`src/hdl/slpm_pkg.sv`:
```
// shared types, codes and morse tables for the status led pattern block
`timescale 1ns / 1ps
package slpm_pkg;

	typedef enum logic [1:0] {
		MODE_TICK = 2'd0,
		MODE_SET  = 2'd1,
		MODE_SHOW = 2'd2,
		MODE_RSVD = 2'd3
	} mode_t;

	localparam logic [3:0] PAT_OFF         = 4'd0;
	localparam logic [3:0] PAT_SOLID       = 4'd1;
	localparam logic [3:0] PAT_SLOW        = 4'd2;
	localparam logic [3:0] PAT_FAST        = 4'd3;
	localparam logic [3:0] PAT_DOUBLE      = 4'd4;
	localparam logic [3:0] PAT_TRIPLE      = 4'd5;
	localparam logic [3:0] PAT_HEARTBEAT   = 4'd6;
	localparam logic [3:0] PAT_ERROR       = 4'd7;
	localparam logic [3:0] PAT_FINGERPRINT = 4'd8;

	localparam logic [6:0] DIT_TICKS  = 7'd10;
	localparam logic [6:0] DAH_TICKS  = 7'd30;
	localparam logic [6:0] SYM_GAP    = 7'd10;
	localparam logic [6:0] CHAR_GAP   = 7'd30;
	localparam logic [6:0] FINAL_GAP  = 7'd70;

	typedef enum logic [2:0] {
		SEG_ON        = 3'd0,
		SEG_SYM_GAP   = 3'd1,
		SEG_CHAR_GAP  = 3'd2,
		SEG_FINAL_GAP = 3'd3,
		SEG_DONE      = 3'd4
	} seg_t;

	typedef struct packed {
		logic phase_clr;
		logic phase_step;
		logic fp_load;
		logic fp_step;
	} ctrl_t;

	// symbol bits per nibble, 1 = dah, sent from bit len-1 down to 0
	function automatic logic [4:0] morse_code(input logic [3:0] nib);
		logic [4:0] c;
		unique case (nib)
			4'h0: c = 5'h1F;
			4'h1: c = 5'h0F;
			4'h2: c = 5'h07;
			4'h3: c = 5'h03;
			4'h4: c = 5'h01;
			4'h5: c = 5'h00;
			4'h6: c = 5'h10;
			4'h7: c = 5'h18;
			4'h8: c = 5'h1C;
			4'h9: c = 5'h1E;
			4'hA: c = 5'h01;
			4'hB: c = 5'h08;
			4'hC: c = 5'h0A;
			4'hD: c = 5'h04;
			4'hE: c = 5'h00;
			4'hF: c = 5'h02;
			default: c = 5'h00;
		endcase
		return c;
	endfunction

	function automatic logic [2:0] morse_len(input logic [3:0] nib);
		logic [2:0] n;
		unique case (nib)
			4'hA: n = 3'd2;
			4'hB: n = 3'd4;
			4'hC: n = 3'd4;
			4'hD: n = 3'd3;
			4'hE: n = 3'd1;
			4'hF: n = 3'd4;
			default: n = 3'd5;
		endcase
		return n;
	endfunction

endpackage

```
`src/hdl/slpm_pattern_gen.sv`:
```
// phase counters and periodic blink pattern decode
`timescale 1ns / 1ps
module slpm_pattern_gen (
	input  logic           clk,
	input  logic           arst_n,
	input  slpm_pkg::ctrl_t ctrl,
	input  logic [3:0]     pattern,
	input  logic           held_level,
	output logic           level
);
	import slpm_pkg::*;

	// phase modulo each pattern period, all restart together
	logic [7:0] c200_q;
	logic [5:0] c40_q;
	logic [8:0] c300_q;
	logic [6:0] c120_q;
	logic [4:0] c30_q;

	always_ff @(posedge clk or negedge arst_n) begin
		if (!arst_n) begin
			c200_q <= '0;
			c40_q  <= '0;
			c300_q <= '0;
			c120_q <= '0;
			c30_q  <= '0;
		end else if (ctrl.phase_clr) begin
			c200_q <= '0;
			c40_q  <= '0;
			c300_q <= '0;
			c120_q <= '0;
			c30_q  <= '0;
		end else if (ctrl.phase_step) begin
			c200_q <= (c200_q == 8'd199) ? 8'd0 : c200_q + 8'd1;
			c40_q  <= (c40_q == 6'd39) ? 6'd0 : c40_q + 6'd1;
			c300_q <= (c300_q == 9'd299) ? 9'd0 : c300_q + 9'd1;
			c120_q <= (c120_q == 7'd119) ? 7'd0 : c120_q + 7'd1;
			c30_q  <= (c30_q == 5'd29) ? 5'd0 : c30_q + 5'd1;
		end
	end

	always_comb begin
		unique case (pattern)
			PAT_SOLID:       level = 1'b1;
			PAT_SLOW:        level = c200_q < 8'd20;
			PAT_FAST:        level = c40_q < 6'd20;
			PAT_DOUBLE:      level = c200_q < 8'd20 || (c200_q >= 8'd40 && c200_q < 8'd60);
			PAT_TRIPLE:      level = c300_q < 9'd20 || (c300_q >= 9'd40 && c300_q < 9'd60)
				|| (c300_q >= 9'd80 && c300_q < 9'd100);
			PAT_HEARTBEAT:   level = c120_q < 7'd10 || (c120_q >= 7'd20 && c120_q < 7'd30);
			PAT_ERROR:       level = c30_q < 5'd15;
			PAT_FINGERPRINT: level = held_level;
			default:         level = 1'b0;
		endcase
	end

endmodule

```
`src/hdl/slpm_morse_seq.sv`:
```
// morse cursor: nibble shift register, symbol index and segment timer
`timescale 1ns / 1ps
module slpm_morse_seq #(
	parameter int FP_BYTES = 4
) (
	input  logic            clk,
	input  logic            arst_n,
	input  slpm_pkg::ctrl_t ctrl,
	input  logic [31:0]     fingerprint,
	output logic            level,
	output logic            done
);
	import slpm_pkg::*;

	localparam int SH_W   = 8 * FP_BYTES;
	localparam int NIBS   = 2 * FP_BYTES;
	localparam int NIB_W  = $clog2(NIBS);

	logic [SH_W-1:0]  sh_q;
	logic [NIB_W-1:0] nib_left_q;
	logic [2:0]       sym_q;
	seg_t             seg_q;
	logic [6:0]       cnt_q;

	logic [SH_W-1:0]  load_val;
	logic [4:0]       code;
	logic [7:0]       code_ext;
	logic [6:0]       seg_len;
	logic             seg_end;
	logic [3:0]       next_nib;

	generate
		if (FP_BYTES < 4) begin : g_narrow
			assign load_val = fingerprint[31 -: SH_W];
		end else if (FP_BYTES == 4) begin : g_exact
			assign load_val = fingerprint;
		end else begin : g_wide
			assign load_val = {fingerprint, {(SH_W-32){1'b0}}};
		end
	endgenerate

	assign code     = morse_code(sh_q[SH_W-1 -: 4]);
	assign code_ext = {3'b000, code};
	assign next_nib = sh_q[SH_W-5 -: 4];

	always_comb begin
		unique case (seg_q)
			SEG_ON:        seg_len = code_ext[sym_q] ? DAH_TICKS : DIT_TICKS;
			SEG_SYM_GAP:   seg_len = SYM_GAP;
			SEG_CHAR_GAP:  seg_len = CHAR_GAP;
			SEG_FINAL_GAP: seg_len = FINAL_GAP;
			default:       seg_len = FINAL_GAP;
		endcase
	end

	assign seg_end = (cnt_q == seg_len - 7'd1);
	assign level   = (seg_q == SEG_ON);
	assign done    = (seg_q == SEG_DONE);

	always_ff @(posedge clk or negedge arst_n) begin
		if (!arst_n) begin
			sh_q       <= '0;
			nib_left_q <= '0;
			sym_q      <= '0;
			seg_q      <= SEG_DONE;
			cnt_q      <= '0;
		end else if (ctrl.fp_load) begin
			sh_q       <= load_val;
			nib_left_q <= NIB_W'(NIBS - 1);
			sym_q      <= morse_len(load_val[SH_W-1 -: 4]) - 3'd1;
			seg_q      <= SEG_ON;
			cnt_q      <= '0;
		end else if (ctrl.fp_step && seg_q != SEG_DONE) begin
			if (!seg_end) begin
				cnt_q <= cnt_q + 7'd1;
			end else begin
				cnt_q <= '0;
				unique case (seg_q)
					SEG_ON: begin
						seg_q <= SEG_SYM_GAP;
					end
					SEG_SYM_GAP: begin
						if (sym_q == 3'd0) begin
							seg_q <= SEG_CHAR_GAP;
						end else begin
							sym_q <= sym_q - 3'd1;
							seg_q <= SEG_ON;
						end
					end
					SEG_CHAR_GAP: begin
						if (nib_left_q == '0) begin
							seg_q <= SEG_FINAL_GAP;
						end else begin
							sh_q       <= sh_q << 4;
							nib_left_q <= nib_left_q - NIB_W'(1);
							sym_q      <= morse_len(next_nib) - 3'd1;
							seg_q      <= SEG_ON;
						end
					end
					default: begin
						seg_q <= SEG_DONE;
					end
				endcase
			end
		end
	end

endmodule

```
`src/hdl/status_led_pattern_morse.sv`:
```
// top level of the status led driver with morse fingerprint playback
//
// input stream s_*: one item per transfer, s_tdata holds mode [1:0],
// pattern [5:2] and fingerprint [37:6]. mode 0 is a tick, 1 sets the
// blink pattern, 2 starts fingerprint playback, 3 is ignored.
// output stream m_*: one transfer per tick only, m_tdata holds led_pin [0]
// and fingerprint_active [1]. commands give no transfer.
// cfg_we/cfg_wdata write the led polarity (1 = on drives high).
// a tick's input transfer loads the input register; its decode and state
// update load the output register once the output can advance.
// throughput: one item per cycle while the receiver does not stall.
// reset: pattern off, phase zero, no playback, polarity active high.
// when the receiver stalls, the output register holds its result, the input
// register takes one more item if it is empty, and then s_tready drops until
// the result is taken.
`timescale 1ns / 1ps
module status_led_pattern_morse #(
	parameter int FP_BYTES = 4
) (
	input  logic        clk,
	input  logic        arst_n,
	input  logic        cfg_we,
	input  logic        cfg_wdata,
	input  logic        s_tvalid,
	output logic        s_tready,
	input  logic [39:0] s_tdata,    // mode, pattern, fingerprint, zero pad
	output logic        m_tvalid,
	input  logic        m_tready,
	output logic [7:0]  m_tdata     // led_pin, fingerprint_active, zero pad
);
	import slpm_pkg::*;

	logic        valid_s1;
	mode_t       mode_s1;
	logic [3:0]  pattern_s1;
	logic [31:0] fp_s1;

	logic        active_high_q;
	logic [3:0]  cur_pat_q;
	logic [3:0]  saved_pat_q;
	logic        playing_q;
	logic        led_q;

	logic        m_valid_q;
	logic        led_pin_q;
	logic        fp_active_q;

	logic        advance;
	logic        fire;
	logic        is_tick;
	ctrl_t       ctrl;
	logic        pat_level;
	logic        morse_level;
	logic        morse_done;
	logic        led_next;
	logic        playing_next;

	assign advance  = !m_valid_q || m_tready;
	assign s_tready = advance || !valid_s1;
	assign fire     = valid_s1 && advance;
	assign is_tick  = fire && mode_s1 == MODE_TICK;

	assign ctrl.phase_clr  = fire && mode_s1 == MODE_SET;
	assign ctrl.phase_step = is_tick && !playing_q;
	assign ctrl.fp_load    = fire && mode_s1 == MODE_SHOW;
	assign ctrl.fp_step    = is_tick && playing_q && !morse_done;

	slpm_pattern_gen u_pattern (
		.clk        (clk),
		.arst_n     (arst_n),
		.ctrl       (ctrl),
		.pattern    (cur_pat_q),
		.held_level (led_q),
		.level      (pat_level)
	);

	slpm_morse_seq #(
		.FP_BYTES (FP_BYTES)
	) u_morse (
		.clk         (clk),
		.arst_n      (arst_n),
		.ctrl        (ctrl),
		.fingerprint (fp_s1),
		.level       (morse_level),
		.done        (morse_done)
	);

	always_comb begin
		if (playing_q) begin
			led_next     = morse_done ? 1'b0 : morse_level;
			playing_next = !morse_done;
		end else begin
			led_next     = pat_level;
			playing_next = 1'b0;
		end
	end

	always_ff @(posedge clk or negedge arst_n) begin
		if (!arst_n) begin
			valid_s1 <= 1'b0;
		end else if (s_tready) begin
			valid_s1 <= s_tvalid;
		end
	end

	always_ff @(posedge clk) begin
		if (s_tvalid && s_tready) begin
			mode_s1    <= mode_t'(s_tdata[1:0]);
			pattern_s1 <= s_tdata[5:2];
			fp_s1      <= s_tdata[37:6];
		end
	end

	always_ff @(posedge clk or negedge arst_n) begin
		if (!arst_n) begin
			active_high_q <= 1'b1;
		end else if (cfg_we) begin
			active_high_q <= cfg_wdata;
		end
	end

	always_ff @(posedge clk or negedge arst_n) begin
		if (!arst_n) begin
			cur_pat_q   <= PAT_OFF;
			saved_pat_q <= PAT_OFF;
			playing_q   <= 1'b0;
			led_q       <= 1'b0;
		end else if (fire) begin
			case (mode_s1)
				MODE_SET: begin
					if (playing_q) begin
						saved_pat_q <= pattern_s1;
					end else begin
						cur_pat_q <= pattern_s1;
					end
				end
				MODE_SHOW: begin
					saved_pat_q <= cur_pat_q;
					playing_q   <= 1'b1;
					cur_pat_q   <= PAT_FINGERPRINT;
				end
				MODE_TICK: begin
					led_q     <= led_next;
					playing_q <= playing_next;
					if (playing_q && morse_done) begin
						cur_pat_q <= saved_pat_q;
					end
				end
				default: begin
				end
			endcase
		end
	end

	always_ff @(posedge clk or negedge arst_n) begin
		if (!arst_n) begin
			m_valid_q <= 1'b0;
		end else if (advance) begin
			m_valid_q <= is_tick;
		end
	end

	always_ff @(posedge clk) begin
		if (is_tick) begin
			led_pin_q   <= active_high_q ? led_next : !led_next;
			fp_active_q <= playing_next;
		end
	end

	assign m_tvalid = m_valid_q;
	assign m_tdata  = {6'b000000, fp_active_q, led_pin_q};

endmodule

```
`config.mk`:
```
export PLATFORM = sky130hd
export DESIGN_NAME = status_led_pattern_morse
export DESIGN_NICKNAME = d
export VERILOG_FILES = /design/src/hdl/slpm_pkg.sv /design/src/hdl/slpm_pattern_gen.sv /design/src/hdl/slpm_morse_seq.sv /design/src/hdl/status_led_pattern_morse.sv
export SDC_FILE = /design/constraint.sdc
export NUM_CORES = 1
export LEC_CHECK = 0
export ABC_AREA = 1
export BUFFER_PORTS_ARGS = -buffer_cell sky130_fd_sc_hd__buf_2
export CAP_MARGIN = 20
export CORE_UTILIZATION = 45
export CTS_CLUSTER_SIZE = 30
export DETAILED_ROUTE_END_ITERATION = 8
export PLACE_DENSITY_LB_ADDON = 0.2
export SYNTH_ARGS = -nofsm -noshare
export SYNTH_HDL_FRONTEND = slang
export SYNTH_SLANG_ARGS = --single-unit
```
`constraint.sdc`:
```
create_clock -name clk -period 2.8 [get_ports clk]
set_input_delay 0.14 -clock clk [delete_from_list [all_inputs] [get_ports clk]]
set_output_delay 0.14 -clock clk [all_outputs]
set_load 0.01 [all_outputs]
```
# == After elaboration in Yosys (flattened, before gate mapping) ==
# Memories as Yosys holds them, arrays and structs flattened.
# Cells that the tools add are included.
# totals
mem_count,1
mem_bits_rw,0
inputBits,46
regBits,136
romBits,80
word_cells,195
latchBits,0
out_inout_bits,10
# classes
mul,0
div_mod_pow,0
eq_ne,38
mux,63
n_bitwise,0
shifts,0
n_addsub,11
n_lt_le_gt_ge,14
reduce_logical,46
# memory_table
memory,depth,width,rd,rd_ports_with_merged_regs,wr,line,source
(no name shown),16,5,1,0,0,slpm_pkg.sv:46,unique case (nib)
# op_table
cell,n
$mux W32,5
$mux W3,19
$eq A4 B4 Y1 const B,13
$mux W7,6
$mux W9,3
$mux W8,3
$pmux W3 S4,2
$pmux W7 S3,1
$mux W5,4
$mux W6,3
$eq A4 B3 Y1 const B,4
$add A7 B1 Y7 const B,2
$logic_and A1 B1 Y1,14
$mux W4,3
$pmux W4 S3,1
$reduce_bool A2 Y1,6
$sub A3 B1 Y3 const B,4
$add A9 B1 Y9 const B,1
$eq A9 B9 Y1 const B,1
$ge A9 B6 Y1 const B,1
$ge A9 B7 Y1 const B,1
$logic_not A3 Y1,3
$lt A9 B5 Y1 const B,1
$lt A9 B6 Y1 const B,1
other kinds (46),70

# == Longest topological paths before layout ==
# Gate-level depths: netlist of the first run.
# An unclocked memory read counts as a cell.
# depth
word_depth,16
ltp_mapped,18
ltp_nobuf,17

# == By module ==
# A second synthesis of the first run with hierarchy kept.
# hier_totals
hier_cells,884
hier_area_um2,7319.5
# modules_own_cells
mod,cells_per_inst,instances,seq_area_each_um2,area_per_inst_um2
slpm_morse_seq,442,1,1202.4,3065.4
slpm_pattern_gen,284,1,875.8,2204.6
status_led_pattern_morse,158,1,1527.7,2049.5

# == Worst setup path before layout of the first run ==
# Ideal clock, no wire load.
# synth_path
kind,flip-flop to flip-flop
from,register m_valid_q (netlist: m_tvalid)
to,register u_morse.sym_q[2]
setup_time_ps,66
arrival_time_ps,2057
n_path_buf,2
path_slack_ps,676
synth_period_minus_slack_ps,2124
required_ps,2734
stages_incl_launch_ff,14
path_cell_list,dfrtp_1 nand2_1 nand2_1 nor2_2 inv_2 nor2_2 buf_2 buf_2 nor3_1 a221oi_1 ha_1 xor2_1 nand4_1 nand2_1
# synth_between
elab_chain_len,9
word_cells_on_any_way,15
cone_classes,eq/ne (2); mux (1); reduce/logical (12)
# synth_lines
item,line,source
start: declaration,status_led_pattern_morse.sv:44,logic m_valid_q;
start signal: assignment,status_led_pattern_morse.sv:159,m_valid_q <= is_tick;
$logic_not A1 Y1 *,status_led_pattern_morse.sv:58,assign advance = !m_valid_q || m_tready;
$logic_or A1 B1 Y1 *,status_led_pattern_morse.sv:58,
$logic_and A1 B1 Y1 *,status_led_pattern_morse.sv:60,assign fire = valid_s1 && advance;
$logic_and A1 B1 Y1,status_led_pattern_morse.sv:61,assign is_tick = fire && mode_s1 == MODE_TICK;
$logic_and A1 B1 Y1 (2 in a row),status_led_pattern_morse.sv:66,assign ctrl.fp_step = is_tick && playing_q && !morse_done;
$logic_and A1 B1 Y1,slpm_morse_seq.sv:73,end else if (ctrl.fp_step && seg_q != SEG_DONE) begin
$reduce_bool A2 Y1 (no line),n/a,
$reduce_and A5 Y1 (no line),n/a,
end signal: assignment,slpm_morse_seq.sv:70,sym_q <= morse_len(load_val[SH_W-1 -: 4]) - 3'd1;
end signal: assignment,slpm_morse_seq.sv:86,sym_q <= sym_q - 3'd1;
end signal: assignment,slpm_morse_seq.sv:96,sym_q <= morse_len(next_nib) - 3'd1;
end: declaration,slpm_morse_seq.sv:21,logic [2:0] sym_q;
# Mark *: on every way between the ends. The rest lies on a longest branch, timed or not.
# A chain may end at the register's enable or synchronous reset.

# == Worst setup path after layout of the first run ==
# layout_path
from,register u_morse.sh_q[29]
to,register u_morse.sh_q[11]
# layout_between
elab_chain_len,9
# layout_lines
item,line,source
start: declaration,slpm_morse_seq.sv:19,logic [SH_W-1:0] sh_q;
start signal: assignment,slpm_morse_seq.sv:68,sh_q <= load_val;
start signal: assignment,slpm_morse_seq.sv:94,sh_q <= sh_q << 4;
$mem_v2 Z16 W5,n/a,
$bmux W1 S3,slpm_morse_seq.sv:48,SEG_ON: seg_len = code_ext[sym_q] ? DAH_TICKS : DIT_TICKS;
$mux W1 (implied by the code),slpm_morse_seq.sv:48,
$mux W5,slpm_morse_seq.sv:48,
$pmux W7 S3,slpm_morse_seq.sv:47,unique case (seg_q)
$sub A7 B1 Y7,slpm_morse_seq.sv:56,assign seg_end = (cnt_q == seg_len - 7'd1);
$eq A7 B7 Y1,slpm_morse_seq.sv:56,
$reduce_bool A2 Y1 (no line),n/a,
$reduce_and A4 Y1 (no line),n/a,
# Every way passes these cells. The select of a mux whose other input is x is not followed.

==> impl_metrics.csv, run 1 <==
group,metric,value,unit
outcome,status,"finished clean",
logic_synthesis,postSynth.asyncResetShare,70.59,%
placed_design,port_buffers,47,
power,power.ir.vdd_worst,0.5567,mV
cells_and_area,syn_to_final_growth,19.66,%
worst_setup_path,crit_path_max_incr_delay,500,ps
routing,route.antenna.remaining_nets,0,
worst_setup_path,critPathLaunchType,"flop",
logic_synthesis,synthAdderAreaFrac,3.016,%
floorplan,core.rowCount,45,
sta,timing_max_transition_violations_final,0,
grt,grt_pass1_wl,26.03,mm
cts,number_of_cts_inserted_buffers,17,
power,power.share.combinational,19.6,%
routing,drtIter0Drc,579,
power,p_int,4118,uW
floorplan,chipHeight,127.2,um
logic_synthesis,synth_compound_area_share,9.705,%
routing,avgViaCountPerCell,5.046,
worst_setup_path,cp_data_required_time,3160,ps
sta,setup_total_negative_slack,0,ps
placed_design,place_hpwl,9.600,mm
power,netSwitchingFraction,31.02,%
grt,first_global_vias,5470,
floorplan,start_util,46.22,%
logic_synthesis,top_area_cells_in_the_synthesized_netlist,"sky130_fd_sc_hd__dfrtp_1 (33%), sky130_fd_sc_hd__edfxtp_1 (17%), sky130_fd_sc_hd__nand2_1 (14%)",
cells_and_area,finish.net_count,981,
placed_design,globalplace.congestion,0.8140,
sta,hold_ws,89.33,ps
power,net_switching_power,1852,uW
power,total_power,5970,uW
logic_synthesis,synth_sequential_area_ratio,51.14,%
sta,worst_pin_slew,535.9,ps
logic_synthesis,synth.top_cell.area_share,33.36,%
sta,setup_violations,0,
logic_synthesis,synthDominantAreaCellType,"sky130_fd_sc_hd__dfrtp_1",
logic_synthesis,synth-warning-count,0,
flow_run,max_cap_violations,0,
sta,layout_min_cycle_time,2486,ps
sta,max-slew-margin-rel,64.28,%
sta,unrepaired_setup_endpoints_after_global_routing,"false",
cts,cts_tree,"built",
routing,post_drt_wl_per_cell,13.33,um
logic_synthesis,post_synth_and_or_nand_nor_area_fraction,26.01,%
logic_synthesis,synthesis.instances,827,
logic_synthesis,yosys_most_used_dff,"sky130_fd_sc_hd__dfrtp_1",
routing,drc,0,
routing,dr_total_vias,5762,
sta,final_cycle_utilization_of_the_critical_path,88.77,%
cells_and_area,drive_above_1_share,12.78,%
cts,clock_path_buffers,2,
worst_setup_path,critPathMaxFanout,20,
worst_setup_path,arrival,2840,ps
logic_synthesis,synthXorXnorAreaFrac,1.615,%
worst_setup_path,crit_chain,"inv_2 > ha_1 > nor2_2 > nand3_1 > nand3_1 > nand2_1 > nand3_1 > nand2_2 > nand3_1 > nand2_1 > inv_1 > nand3_2 > nand2_4 > buf_4 > nand4_1 > nand2_1",
logic_synthesis,synth_area_per_cell,8.527,um2
floorplan,pin_count,56,
cts,cts.clk_slew.worst_paths,60,ps
sta,final-hold-violation-count,0,
grt,grt_overflow,0,
routing,drt-pass1-iter-count,5,
floorplan,die_w,127.2,um
sta,worst_clock_skew,12.60,ps
routing,wl,15.22,mm
logic_synthesis,yosys-mux-area-fraction,0,%
worst_setup_path,timing_worst_setup_path_type,"flop to flop",
cells_and_area,diodes,0,
power,clockPowerShare,37.4,%
worst_setup_path,kind_of_end_point_of_the_critical_path,"flop",
power,share_seq_of_total_power,43.1,%
logic_synthesis,synth_enable_flop_cells,40,
grt,grt_antenna_before_repair,0,
cts,cts-htree-levels,4,
logic_synthesis,dominant_combinational_cell_family_by_area_after_synthesis,"simple AND/OR/NAND/NOR gates",
worst_setup_path,critical-path-slowest-cell,"sky130_fd_sc_hd__dfrtp_1",
sta,max_freq,402.3,MHz
power,p_leak,0.003921,uW
worst_hold_path,worst_hold_check_path_type,"input port to flop",
grt,grt_max_degree,58,
floorplan,placeable_area,15260,um2
logic_synthesis,synth_area,7052,um2
grt,globalRouteTotalUtil,20.25,%
worst_setup_path,critical-path-top-cell-by-count,"sky130_fd_sc_hd__nand3_1",
cts,cts.sink_count,136,
floorplan,design.die.area,16170,um2
cts,cts_root_buffer,"sky130_fd_sc_hd__clkbuf_16",
cts,post_cts_buffers,0,
power,power-per-cell-area,707.5,nW/um2
cts,insertion_delay,420,ps
logic_synthesis,synth_seq_cells,136,
logic_synthesis,synthDistinctLibCells,48,
==> synth_stat cells (2+ instances only) <==
| cell type | number |
|---|---|
| sky130_fd_sc_hd__nand2_2 | 2 |
| sky130_fd_sc_hd__o22ai_1 | 7 |
| sky130_fd_sc_hd__buf_2 | 19 |
| sky130_fd_sc_hd__buf_12 | 2 |
| sky130_fd_sc_hd__xor2_1 | 12 |
| sky130_fd_sc_hd__o211ai_1 | 4 |
| sky130_fd_sc_hd__nor2_1 | 54 |
| sky130_fd_sc_hd__nand2_1 | 255 |
| sky130_fd_sc_hd__o21ai_1 | 7 |
| sky130_fd_sc_hd__buf_8 | 2 |
| sky130_fd_sc_hd__a41oi_1 | 2 |
| sky130_fd_sc_hd__buf_4 | 8 |
| sky130_fd_sc_hd__a22o_1 | 2 |
| sky130_fd_sc_hd__inv_2 | 11 |
| sky130_fd_sc_hd__dfrtp_1 | 94 |
| sky130_fd_sc_hd__nand3_1 | 36 |
| sky130_fd_sc_hd__ha_1 | 17 |
| sky130_fd_sc_hd__edfxtp_1 | 40 |
| sky130_fd_sc_hd__a31oi_1 | 5 |
| sky130_fd_sc_hd__dfstp_2 | 2 |
| sky130_fd_sc_hd__nor2_2 | 4 |
| sky130_fd_sc_hd__nor4_1 | 5 |
| sky130_fd_sc_hd__inv_1 | 74 |
| sky130_fd_sc_hd__o21a_1 | 2 |
| sky130_fd_sc_hd__buf_6 | 4 |
| sky130_fd_sc_hd__o31ai_1 | 3 |
| sky130_fd_sc_hd__nor3_1 | 13 |
| sky130_fd_sc_hd__clkbuf_1 | 2 |
| sky130_fd_sc_hd__nand2_4 | 2 |
| sky130_fd_sc_hd__nand4_1 | 42 |
| sky130_fd_sc_hd__o21ai_0 | 48 |
| sky130_fd_sc_hd__a21oi_1 | 31 |
==> final timing paths <==
check,from,endpoint,slack [ps],cells after the start
setup / recovery,u_morse.sh_q[29],u_morse.sh_q[11],310,16
hold / removal,m_tready,m_tvalid,90,4
setup reg to reg,u_morse.sh_q[29],u_morse.sh_q[11],310,16
hold reg to reg,fp_s1[0],u_morse.sh_q[0],450,2
max in group asynchronous,arst_n,u_morse.sh_q[30],1860,3
min in group asynchronous,arst_n,u_pattern.c30_q[1],250,2
==> cells by family after synthesis <==
logic type,Yosys count
simple gates,420
buf+inv,122
other cells,1
xor+xnor,13
fa+ha+maj,17
flops,136
compound gates,118
==> flip-flops by register name, indices dropped and copies added, names as in the netlist <==
register            flops
u_morse.cnt_q           7
u_pattern.c120_q        7
fp_s1                  32
u_morse.seg_q           3
pattern_s1              4
mode_s1                 2
active_high_q           1
saved_pat_q             4
u_pattern.c200_q        8
u_morse.sh_q           32
u_pattern.c300_q        9
u_morse.nib_left_q      3
playing_q               1
fp_active_q             1
led_pin_q               1
u_pattern.c30_q         5
valid_s1                1
led_q                   1
u_pattern.c40_q         6
m_tvalid                1
cur_pat_q               4
u_morse.sym_q           3
==> cell type report <==
| cell class | instances | area (um2) |
|---|---|---|
| repair buffers | 103 | 775.7 |
| well taps | 211 | 264.0 |
| clock inverters | 13 | 145.1 |
| multi-input cells | 575 | 2885 |
| flip-flops and latches | 136 | 3606 |
| inverters | 85 | 319.1 |
| fillers | 1362 | 6820 |
| clock buffers | 19 | 442.9 |
==> power by group through the flow <==
stage / clock network, uW / logic (uW) / registers [uW]
final: 2230 / 1170 / 2570
after global routing: 2360 / 1360 / 2620
after CTS: 2270 / 1170 / 2570
after detailed placement: 0 / 1120 / 2600
after global placement: 0 / 1100 / 2600
after floorplan: 0 / 882 / 2540
==> stage by stage <==
stage / setup WS, ps / utilization, % / std cells / instance area [um2]
6_report: 314.3 / 55.30 / 1142 / 8438
5_1_grt: 53.02 / 55.30 / 1142 / 8438
4_1_cts: 197.4 / 55.19 / 1141 / 8421
3_5_place_dp: 220.9 / 48.58 / 1067 / 7412
3_3_place_gp: 256.9 / 48.58 / 1067 / 7412
2_1_floorplan: 676.2 / - / 832 / 7071
==> worst max-delay path: cells and delay by family, from the launching register on <==
kind          cells  cell delay [ps]
fa+ha+maj         1              290
buf+inv           3              470
flops             1              500
simple gates     12             1180
==> cell usage in the layout (no fill, tap or decap), types with 3 or more instances in the layout <==
master	count
sky130_fd_sc_hd__a21oi_1	31
sky130_fd_sc_hd__a31oi_1	5
sky130_fd_sc_hd__buf_2	46
sky130_fd_sc_hd__buf_4	14
sky130_fd_sc_hd__clkbuf_16	17
sky130_fd_sc_hd__clkinv_4	4
sky130_fd_sc_hd__conb_1	6
sky130_fd_sc_hd__dfrtp_1	94
sky130_fd_sc_hd__dlygate4sd3_1	42
sky130_fd_sc_hd__edfxtp_1	40
sky130_fd_sc_hd__ha_1	17
sky130_fd_sc_hd__inv_1	74
sky130_fd_sc_hd__inv_2	11
sky130_fd_sc_hd__inv_6	3
sky130_fd_sc_hd__nand2_1	255
sky130_fd_sc_hd__nand3_1	36
sky130_fd_sc_hd__nand4_1	42
sky130_fd_sc_hd__nor2_1	54
sky130_fd_sc_hd__nor2_2	4
sky130_fd_sc_hd__nor3_1	13
sky130_fd_sc_hd__nor4_1	5
sky130_fd_sc_hd__o211ai_1	4
sky130_fd_sc_hd__o21ai_0	48
sky130_fd_sc_hd__o21ai_1	7
sky130_fd_sc_hd__o22ai_1	7
sky130_fd_sc_hd__o31ai_1	3
sky130_fd_sc_hd__xor2_1	12
==> routing by layer <==
| layer | up-vias | part of all wire, % | track usage [%] |
|---|---|---|---|
| li1 | 2926 | - | - |
| met1 | 2702 | 49 | 27.56 |
| met2 | 124 | 46 | 32.26 |
| met3 | 10 | 3.8 | 4.564 |
| met4 | 0 | 1.1 | 6.443 |
| met5 | - | 0 | 0 |
==> repair_timing <==
item                                    4_1_cts  5_1_grt
hold buffers                                 42        0
hold endpoints to repair                     77        0
gates resized for setup                       0        1
endpoints found under the setup margin        0       35
No activity file was read; power rests on OpenSTA's default activity.
==> run 2, diff against run 1 <==
clock period = 2.6 ns   (was 2.8 ns; I/O delays follow)
==> impl_metrics.csv, run 2 (synthesis gave the netlist of run 1 again) <==
group,metric,value,unit
floorplan,die_w,127.2,um
placed_design,globalplace.congestion,0.8505,
sta,worst_clock_skew,7.774,ps
sta,unrepaired_setup_endpoints_after_global_routing,"true",
floorplan,core.rowCount,45,
routing,avgViaCountPerCell,5.083,
floorplan,placeable_area,15260,um2
worst_setup_path,critical-path-slowest-cell,"sky130_fd_sc_hd__a31oi_4",
cells_and_area,multi_input_comb_area,2912,um2
cells_and_area,final_core_utilization,55.46,%
grt,first_global_vias,5275,
sta,max-slew-margin-rel,54.87,%
placed_design,port_buffers,47,
cells_and_area,most-common-layout-cells,"sky130_fd_sc_hd__nand2_1 (255), sky130_fd_sc_hd__dfrtp_1 (94), sky130_fd_sc_hd__inv_1 (74)",
worst_setup_path,regToRegSetupSlack,250,ps
cts,cts_tree,"built",
cts,cts-htree-levels,4,
worst_setup_path,critical-path-top-cell-by-count,"sky130_fd_sc_hd__nand2_1",
floorplan,design.die.area,16170,um2
grt,grt_use_met2,31.16,%
sta,setup_total_negative_slack,0,ps
sta,hold_ws,48.55,ps
sta,timing_max_transition_violations_final,0,
worst_setup_path,regToRegStartpoint,"m_tvalid",
worst_setup_path,end_of_the_worst_register_to_register_path,"u_morse.sh_q[11]",
worst_setup_path,arrival,2710,ps
cells_and_area,diodes,0,
power,p_leak,0.003918,uW
cells_and_area,drive_above_1_share,13.06,%
sta,setup_violations,0,
cells_and_area,syn_to_final_growth,20.00,%
cts,clock_path_buffers,2,
sta,worst_pin_slew,676.9,ps
power,power.ir.vdd_worst,0.4830,mV
cts,cts.sink_count,136,
power,power-per-cell-area,739.1,nW/um2
worst_setup_path,critPathLaunchType,"flop",
grt,grt_antenna_before_repair,0,
worst_setup_path,crit_buf_inv,3,
cells_and_area,leading_cell_type_in_the_layout_fill_and_taps_excluded,"sky130_fd_sc_hd__nand2_1",
grt,grt_max_degree,51,
routing,dr_total_vias,5820,
sta,final-hold-violation-count,0,
worst_setup_path,crit_path_max_incr_delay,410,ps
floorplan,pin_count,56,
worst_setup_path,timing_worst_setup_path_type,"flop to flop",
cts,cts.clk_slew.worst_paths,60,ps
sta,layout_min_cycle_time,2347,ps
routing,post_drt_wl_per_cell,13.26,um
grt,globalRoute.busiestLayer,"met2",
flow_run,max_cap_violations,0,
worst_setup_path,timing.critical_path.to,"u_morse.sh_q[11]",
routing,drc,0,
grt,grt_overflow,0,
cts,number_of_cts_inserted_buffers,17,
worst_setup_path,timing.critical_path.max_delay_family,"simple AND/OR/NAND/NOR gates",
sta,max_freq,426.0,MHz
worst_setup_path,cp_data_required_time,2960,ps
grt,grt_pass1_wl,25.15,mm
routing,route.antenna.remaining_nets,0,
grt,globalRouteTotalUtil,19.77,%
worst_setup_path,critical_path_cell_count,10,
routing,drt-pass1-iter-count,5,
worst_setup_path,kind_of_end_point_of_the_critical_path,"flop",
grt,groute.layer.met1.usage,27.15,%
floorplan,chipHeight,127.2,um
sta,final_cycle_utilization_of_the_critical_path,90.29,%
cts,insertion_delay,430,ps
placed_design,place_hpwl,9.774,mm
worst_setup_path,crit_start,"m_tvalid",
worst_hold_path,worst_hold_check_path_type,"input port to flop",
cells_and_area,finish.net_count,984,
outcome,status,"finished clean",
cells_and_area,fill_cells,1396,
routing,wl,15.18,mm
floorplan,start_util,46.22,%
cells_and_area,layout_top_registers,"fp_s1 (32), u_morse.sh_q (32), u_pattern.c300_q (9)",
worst_setup_path,worst-r2r-cell-count,10,
worst_setup_path,crit_chain,"nand2_1 > nand2_1 > nor2_2 > inv_2 > nor2_2 > inv_2 > a31oi_4 > buf_6 > nand4_1 > nand2_1",
routing,drtIter0Drc,449,
worst_setup_path,critPathMaxFanout,27,
cells_and_area,ff_latch_area,3606,um2
cts,cts_root_buffer,"sky130_fd_sc_hd__clkbuf_16",
grt,grt_util_met3,4.439,%
==> run 2: per-layer routing <==
layer	wire length [um]	vias to the layer above
met5	0	-
met4	210	0
met3	591	18
met2	6994	122
met1	7381	2743
li1	-	2937
==> run 2: final cells by class <==
class	instances	share of cell area, %
well taps	211	3.120
multi-input cells	576	34.41
repair buffers	105	9.685
inverters	85	3.771
clock inverters	15	1.375
flip-flops and latches	136	42.61
clock buffers	17	5.027
==> run 2: worst min-delay path by stage <==
stage	startpoint	to	slack [ps]	cells past startpoint
final	m_tready	m_tvalid	50	4
after global placement	arst_n	u_pattern.c30_q[0]	220	1
after CTS	m_tready	m_tvalid	40	4
after detailed placement	arst_n	u_pattern.c30_q[0]	220	1
after global routing	m_tready	m_tvalid	60	4
after floorplan	arst_n	cur_pat_q[0]	-170	0
==> run 2: per-stage QoR <==
stage	cells	cell area (um2)	power [uW]	worst slack (ps)
2_1_floorplan	832	7071	3691	476.2
3_3_place_gp	1068	7432	3988	129.2
3_5_place_dp	1068	7432	4017	78.05
4_1_cts	1142	8394	6299	56.78
5_1_grt	1145	8462	6617	-12.19
6_report	1145	8462	6255	252.6
==> run 2: power breakdown <==
part | leakage [uW] | total, uW | switching, uW | internal [uW]
Sequential | 0.00165 | 2770 | 254 | 2510
Clock | 0.000258 | 2220 | 990 | 1230
Combinational | 0.00201 | 1270 | 782 | 483
==> run 2: timing repair <==
action	CTS	global route
hold buffers	42	0
setup endpoints to repair	0	35
resized for setup	0	4
hold endpoints to repair	87	0
setup buffers	0	1
==> run 2: worst reg2reg max path, stage by stage (launching register included) <==
cell	delay (ps)
sky130_fd_sc_hd__dfrtp_1	380
sky130_fd_sc_hd__nand2_1	100
sky130_fd_sc_hd__nand2_1	140
sky130_fd_sc_hd__nor2_2	160
sky130_fd_sc_hd__inv_2	50
sky130_fd_sc_hd__nor2_2	280
sky130_fd_sc_hd__inv_2	210
sky130_fd_sc_hd__a31oi_4	410
sky130_fd_sc_hd__buf_6	300
sky130_fd_sc_hd__nand4_1	170
sky130_fd_sc_hd__nand2_1	100
